[src/hdl/psr_pkg.sv]
`timescale 1ns / 1ps
`default_nettype none

package psr_pkg;

    localparam int HASH_W  = 64;
    localparam int START_W = 64;
    localparam int SEQ_W   = 32;

    localparam int S_TDATA_W = HASH_W + START_W + SEQ_W;
    localparam int M_TDATA_W = SEQ_W;

    // all ones doubles as the "no packet seen yet" marker
    localparam logic [SEQ_W-1:0] NONE_YET = '1;

    typedef enum logic [2:0] {
        DISP_CURRENT  = 3'd0,
        DISP_HELD_OUT = 3'd1,
        DISP_HELD     = 3'd2,
        DISP_OLD      = 3'd3,
        DISP_HELD_DUP = 3'd4,
        DISP_HASH     = 3'd5,
        DISP_OLDER    = 3'd6,
        DISP_BAD_HDR  = 3'd7
    } disp_t;

    typedef struct packed {
        disp_t            disp;
        logic [SEQ_W-1:0] seq;
        logic             last;
    } res_t;

endpackage

`default_nettype wire

[src/hdl/packet_sequence_reorder_one.sv]
`timescale 1ns / 1ps
`default_nettype none

// Packet sequence reorder, one packet deep.
// s_* carries one received packet header per transaction; m_* carries one or
// two results per header (slot sequence number in m_tdata, disposition in
// m_tuser, m_tlast on the final result of a header). cfg_* writes the
// expected configuration hash; it is always ready and is meant to be written
// only while no header is in flight.
// A header is registered on acceptance and classified against the tracker
// state from the input register; its first result is loaded into the output
// register, which drives m_tvalid. A second result waits in a one-entry stage
// behind the output register.
// Throughput: one header per cycle while m_tready stays high and each header
// releases one result; a header that releases both the current and the held
// packet stalls the next one until its second result leaves the second-result stage.
// While the receiver holds m_tready low, the output register keeps its
// result, one further header may wait in the input register and s_tready
// drops only then.
// Reset (rst_n low, asynchronous) clears the hash to zero, the newest sender
// start to zero, the last sequence number to all ones, empties the held slot
// and drops any header or result in flight.
module packet_sequence_reorder_one
    import psr_pkg::*;
(
    input  wire logic                 clk,
    input  wire logic                 rst_n,

    input  wire logic                 cfg_valid,
    output logic                      cfg_ready,
    input  wire logic [HASH_W-1:0]    cfg_data,    // expected_hash

    input  wire logic                 s_tvalid,
    output logic                      s_tready,
    input  wire logic [S_TDATA_W-1:0] s_tdata,     // packet_hash, sender_start, packet_seq
    input  wire logic                 s_tuser,     // header_ok

    output logic                      m_tvalid,
    input  wire logic                 m_tready,
    output logic [M_TDATA_W-1:0]      m_tdata,     // slot_seq
    output logic [2:0]                m_tuser,     // disposition
    output logic                      m_tlast      // last_of_run
);

    logic [HASH_W-1:0]    hash_cfg_reg;

    logic                 in_vld_reg;
    logic                 in_ok_reg;
    logic [HASH_W-1:0]    in_hash_reg;
    logic [START_W-1:0]   in_start_reg;
    logic [SEQ_W-1:0]     in_seq_reg;

    logic [START_W-1:0]   newest_reg, newest_next;
    logic [SEQ_W-1:0]     last_seq_reg, last_seq_next;
    logic                 holding_reg, holding_next;
    logic [SEQ_W-1:0]     held_seq_reg, held_seq_next;

    logic                 a_vld_reg;
    res_t                 a_res_reg;
    logic                 b_vld_reg;
    res_t                 b_res_reg;

    res_t                 r0, r1;
    logic                 two;
    logic                 fire;
    logic                 start_gt, start_lt;
    logic [SEQ_W-1:0]     base_last;
    logic [SEQ_W-1:0]     diff;
    logic [SEQ_W-1:0]     expected_seq;

    assign cfg_ready = 1'b1;

    // process a header once the second-result stage is free and the output
    // register is empty or being emptied
    assign fire     = in_vld_reg && !b_vld_reg && (!a_vld_reg || m_tready);
    assign s_tready = !in_vld_reg || fire;

    assign m_tvalid = a_vld_reg;
    assign m_tdata  = a_res_reg.seq;
    assign m_tuser  = a_res_reg.disp;
    assign m_tlast  = a_res_reg.last;

    assign start_gt     = in_start_reg > newest_reg;
    assign start_lt     = in_start_reg < newest_reg;
    assign base_last    = start_gt ? NONE_YET : last_seq_reg;
    assign diff         = in_seq_reg - base_last;
    assign expected_seq = base_last + SEQ_W'(1);

    always_comb
    begin
        r0            = '{disp: DISP_CURRENT, seq: in_seq_reg, last: 1'b1};
        r1            = '{disp: DISP_HELD_OUT, seq: held_seq_reg, last: 1'b1};
        two           = 1'b0;
        newest_next   = newest_reg;
        last_seq_next = last_seq_reg;
        holding_next  = holding_reg;
        held_seq_next = held_seq_reg;

        if (!in_ok_reg)
        begin
            r0.disp = DISP_BAD_HDR;
        end
        else if (in_hash_reg != hash_cfg_reg)
        begin
            r0.disp = DISP_HASH;
        end
        else if (start_lt)
        begin
            r0.disp = DISP_OLDER;
        end
        else
        begin
            if (start_gt)
            begin
                newest_next   = in_start_reg;
                last_seq_next = NONE_YET;
            end

            if (base_last == NONE_YET)
            begin
                last_seq_next = in_seq_reg;
            end
            else if (diff == '0 || diff[SEQ_W-1])
            begin
                r0.disp = DISP_OLD;
            end
            else if (in_seq_reg == expected_seq)
            begin
                if (holding_reg)
                begin
                    r0.last       = 1'b0;
                    two           = 1'b1;
                    last_seq_next = held_seq_reg;
                    holding_next  = 1'b0;
                end
                else
                begin
                    last_seq_next = in_seq_reg;
                end
            end
            else if (in_seq_reg == expected_seq + SEQ_W'(1) && !holding_reg)
            begin
                r0.disp       = DISP_HELD;
                holding_next  = 1'b1;
                held_seq_next = in_seq_reg;
            end
            else if (holding_reg && in_seq_reg == held_seq_reg)
            begin
                r0.disp = DISP_HELD_DUP;
            end
            else
            begin
                // gap: flush the held packet ahead of the current one
                last_seq_next = in_seq_reg;
                if (holding_reg)
                begin
                    holding_next = 1'b0;
                    two          = 1'b1;
                    r0           = '{disp: DISP_HELD_OUT, seq: held_seq_reg, last: 1'b0};
                    r1           = '{disp: DISP_CURRENT, seq: in_seq_reg, last: 1'b1};
                end
            end
        end
    end

    always_ff @(posedge clk or negedge rst_n)
    begin
        if (!rst_n)
        begin
            hash_cfg_reg <= '0;
            in_vld_reg   <= 1'b0;
            newest_reg   <= '0;
            last_seq_reg <= NONE_YET;
            holding_reg  <= 1'b0;
            held_seq_reg <= '0;
            a_vld_reg    <= 1'b0;
            b_vld_reg    <= 1'b0;
        end
        else
        begin
            if (cfg_valid && cfg_ready)
            begin
                hash_cfg_reg <= cfg_data;
            end

            if (s_tready)
            begin
                in_vld_reg <= s_tvalid;
            end

            if (fire)
            begin
                newest_reg   <= newest_next;
                last_seq_reg <= last_seq_next;
                holding_reg  <= holding_next;
                held_seq_reg <= held_seq_next;
                a_vld_reg    <= 1'b1;
                b_vld_reg    <= two;
            end
            else if (a_vld_reg && m_tready)
            begin
                a_vld_reg <= b_vld_reg;
                b_vld_reg <= 1'b0;
            end
        end
    end

    // payload registers
    always_ff @(posedge clk)
    begin
        if (s_tvalid && s_tready)
        begin
            in_ok_reg    <= s_tuser;
            in_hash_reg  <= s_tdata[HASH_W-1:0];
            in_start_reg <= s_tdata[HASH_W +: START_W];
            in_seq_reg   <= s_tdata[HASH_W+START_W +: SEQ_W];
        end

        if (fire)
        begin
            a_res_reg <= r0;
            b_res_reg <= r1;
        end
        else if (a_vld_reg && m_tready && b_vld_reg)
        begin
            a_res_reg <= b_res_reg;
        end
    end

    // a waiting second result always sits behind a first one of the same header
    a_b_behind_a: assert property (@(posedge clk) disable iff (!rst_n)
        b_vld_reg |-> a_vld_reg && !a_res_reg.last)
        else $error("second result stage filled without a leading first result");

    a_b_is_last: assert property (@(posedge clk) disable iff (!rst_n)
        b_vld_reg |-> b_res_reg.last)
        else $error("second result of a header is not marked last");

    a_two_needs_hold: assert property (@(posedge clk) disable iff (!rst_n)
        fire && two |-> holding_reg && !holding_next)
        else $error("two results released without a held packet");

    a_hold_result: assert property (@(posedge clk) disable iff (!rst_n)
        fire && r0.disp == DISP_HELD |=> holding_reg && held_seq_reg == a_res_reg.seq)
        else $error("held disposition without the packet being held");

    a_no_drop: assert property (@(posedge clk) disable iff (!rst_n)
        a_vld_reg && !m_tready && !b_vld_reg |=> a_vld_reg)
        else $error("stalled result lost");

endmodule

`default_nettype wire

[config.mk]
export PLATFORM = sky130hd
export DESIGN_NAME = packet_sequence_reorder_one
export DESIGN_NICKNAME = d
export VERILOG_FILES = /design/src/hdl/psr_pkg.sv /design/src/hdl/packet_sequence_reorder_one.sv
export SDC_FILE = /design/constraint.sdc
export NUM_CORES = 1
export LEC_CHECK = 0
export ABC_AREA = 1
export BUFFER_PORTS_ARGS = -buffer_cell sky130_fd_sc_hd__buf_2
export CORE_ASPECT_RATIO = 1.5
export CORE_MARGIN = 1.5
export CORE_UTILIZATION = 35
export DETAILED_ROUTE_END_ITERATION = 10
export HOLD_SLACK_MARGIN = 0.06
export PLACE_DENSITY_LB_ADDON = 0.25
export SLEW_MARGIN = 40
export SYNTH_ARGS = -nofsm -noshare
export SYNTH_HDL_FRONTEND = slang
export SYNTH_SLANG_ARGS = --single-unit
export TNS_END_PERCENT = 10
[constraint.sdc]
create_clock -name clk -period 10.44 [get_ports clk]
set_input_delay 1.044 -clock clk [delete_from_list [all_inputs] [get_ports clk]]
set_output_delay 1.044 -clock clk [all_outputs]
set_load 0.01 [all_outputs]
==> results.json <==
{
  "outcome": "finished clean",
  "regArea_sq_um": 11900,
  "n_fill_cell": 7267,
  "insertion_delay_ns": 0.61,
  "setup.worst_path.class": "flop to flop",
  "ys_types": 61,
  "cts_tree": "yes",
  "wire_per_inst_um": 19.7,
  "yosysTopAreaCell": "edfxtp_1",
  "multi_input_area_sq_um": 11800,
  "dieArea_sq_um": 74300,
  "synthAdderAreaFrac": 0.0485,
  "grt_overflow": 0,
  "synth_async_sr_flop_share": 0.460,
  "yosysMostFrequentCell": "nand2_1",
  "grt_pass1_wl_mm": 127,
  "hold_viol_final": 0,
  "postRouteAntennaNets": 0,
  "drive_gt1_frac": 0.172,
  "num_rows": 120,
  "synth_top_family_by_area": "simple AND/OR/NAND/NOR gates",
  "ir_drop_mv": 0.143,
  "power_leakage_nw": 13.5,
  "ios": 269,
  "synthCells": 3062,
  "grt_max_degree": 101,
  "fin_skew_ns": 0.0307,
  "fmax_ghz": 0.119,
  "critPathRequiredTime_ns": 10.78,
  "synth_area_leaders": "edfxtp_1, dfrtp_1, nand2_1",
  "start_util": 0.355,
  "synth_edf_count": 230,
  "synth_nets": 3390,
  "clk_path_buf_depth": 3,
  "io_buffers": 267,
  "ys_seq_elements": 426,
  "viasPerCell": 5.07,
  "fin_crit_ns": 8.41,
  "gp_congestion": 0.966,
  "clock-sinks": 426,
  "r2r_start": "in_start_reg[41]$_DFFE_PP_",
  "tightest_slew_ns": 0.805,
  "h-tree-depth": 2,
  "drt-initial-drc-count": 1377,
  "synth_warnings": 0,
  "first_pass_iters": 5,
  "synth.area.mux_share": 0.0266,
  "path_max_fanout": 55,
  "setup_tns_ns": 0,
  "reg2reg_depth": 38,
  "nNetsFinal": 3630,
  "ctsHoldBuffers": 0,
  "finalPower_mw": 4.10,
  "syn-cell-area_sq_um": 25400,
  "synth_xor_area_frac": 0.0439,
  "synth_compound_area_frac": 0.0938,
  "routed_wl_mm": 83.7,
  "r2r-end": "b_res_reg[10]$_DFFE_PP_",
  "power_density_nw_per_um2": 140,
  "drc": 0,
  "max_cap_violations": 0,
  "core_area_sq_um": 71600,
  "cts_buffers": 45,
  "syn-mean-instance-area_sq_um": 8.31,
  "grt_usage": 0.226,
  "worst_setup_path_start_kind": "flop",
  "seq_area_frac_synth": 0.466,
  "post_cts_buffers": 0,
  "arrival_ns": 8.75,
  "dpl.hpwl_mm": 63.0,
  "worstSetupEndpointType": "flop",
  "hold_ws_ns": 0.412,
  "postLayoutCellArea_sq_um": 29400,
  "slew_violations": 0,
  "synth-simple-area-share": 0.247,
  "rsz0062_at_grt": "no",
  "min_period_over_period": 0.806,
  "synthTopCellsByCount": "nand2_1, inv_1, nand3_1, edfxtp_1, a21oi_1",
  "slowest_stage": "nand2_4",
  "synthFlopType": "edfxtp_1",
  "slew_headroom": 0.463,
  "yosysTopAreaCellShare": 0.271,
  "cts_resized": 0,
  "grt_pass1_vias": 21775,
  "setup_violations": 0,
  "path_clk_slew_ns": 0.06,
  "hold_class": "primary input to asynchronous set/reset pin",
  "die_y_um": 333,
  "cpPeakStageDelay_ns": 0.49,
  "r2r_setup_slack_ns": 2.03,
  "grt_antenna_before_repair": 14,
  "cts_root_buffer": "clkbuf_16",
  "die_w_um": 223,
  "area_growth_pct": 15.4,
  "dr_total_vias": 21562,
  "dpl_cell_area_sq_um": 27800
}
## critical path, delay by kind of cell (launching register included)
family | cells | cell delay (ns)
AND/OR/NAND/NOR | 20 | 3.46
AO/OA/AOI/OAI | 10 | 2.13
buffers and inverters | 5 | 1.33
adder cells (fa/ha/maj) | 2 | 0.62
flip-flops | 1 | 0.39
XOR/XNOR | 1 | 0.13
## area by class of cell
cell class,count,share of cell area
diodes,3,0.000256
clock buffers,56,0.0401
clock inverters,28,0.0110
inverters,365,0.0467
multi-input cells,2160,0.401
flip-flops and latches,426,0.404
well taps,915,0.0390
repair buffers,304,0.0583
## stage by stage
| stage | util | setup slack, ns | instances |
|---|---|---|---|
| 6_report | 0.410 | 2.03 | 4257 |
| 5_1_grt | 0.410 | 1.17 | 4256 |
| 4_1_cts | 0.410 | 2.05 | 4253 |
| 3_5_place_dp | 0.389 | 2.08 | 4169 |
| 3_3_place_gp | 0.387 | 2.15 | 4166 |
| 2_1_floorplan | - | 0.279 | 3062 |
## kinds of logic (layout without fill, tap and decap cells)
kind of cell / Yosys count / after routing
fa+ha+maj: 98 / 98
buf+inv: 476 / 753
other cells: 1 / 4
xor+xnor: 126 / 126
flops: 426 / 426
compound gates: 408 / 408
mux: 60 / 60
simple gates: 1467 / 1467
## worst max-delay path by stage
stage / start / endpoint / slack [ns] / cells after the start
floorplan: m_tready / in_hash_reg[0]$_DFFE_PP_ / 0.28 / 5
global placement: in_start_reg[41]$_DFFE_PP_ / b_res_reg[8]$_DFFE_PP_ / 2.15 / 38
detailed placement: in_start_reg[41]$_DFFE_PP_ / b_res_reg[10]$_DFFE_PP_ / 2.08 / 38
CTS: in_start_reg[39]$_DFFE_PP_ / b_res_reg[10]$_DFFE_PP_ / 2.05 / 37
global route: in_start_reg[41]$_DFFE_PP_ / b_res_reg[2]$_DFFE_PP_ / 1.17 / 39
finish: in_start_reg[41]$_DFFE_PP_ / b_res_reg[10]$_DFFE_PP_ / 2.03 / 38
## cell usage in the layout, fill, tap and decap left out, drive strengths merged, types with 2 or more instances in the layout
cell      instances
nand2           882
inv             367
buf             304
nand3           268
edfxtp          230
nor2            219
a21oi           199
dfrtp           164
o21ai           148
ha               97
xor2             91
mux2             60
clkbuf           56
nand4            41
xnor2            34
dfstp            32
nor4             27
o41ai            23
clkinv           17
nor3             13
o21a              9
o2111ai           7
nand3b            5
bufinv            5
a21o              4
or2               4
a31oi             4
clkinvlp          4
diode             3
nor3b             3
o311ai            3
and3              2
and2              2
o21bai            2
a21boi            2
## power breakdown
part | switching (mW) | leakage, nW | internal (mW)
Sequential | 0.0629 | 4.04 | 1.88
Combinational | 0.315 | 8.73 | 0.178
Clock | 0.727 | 0.724 | 0.938
Total | 1.10 | 13.5 | 3.00
## routing by layer
metal  up-vias  track usage  routed length (um)
met1      9971        0.233               30200
met5         -            0                 146
met2       696        0.415               42900
met3       249       0.0389                4190
li1      10624            -                   -
met4        22        0.151                6230
Note: power is estimated with default switching activity, not from simulation.
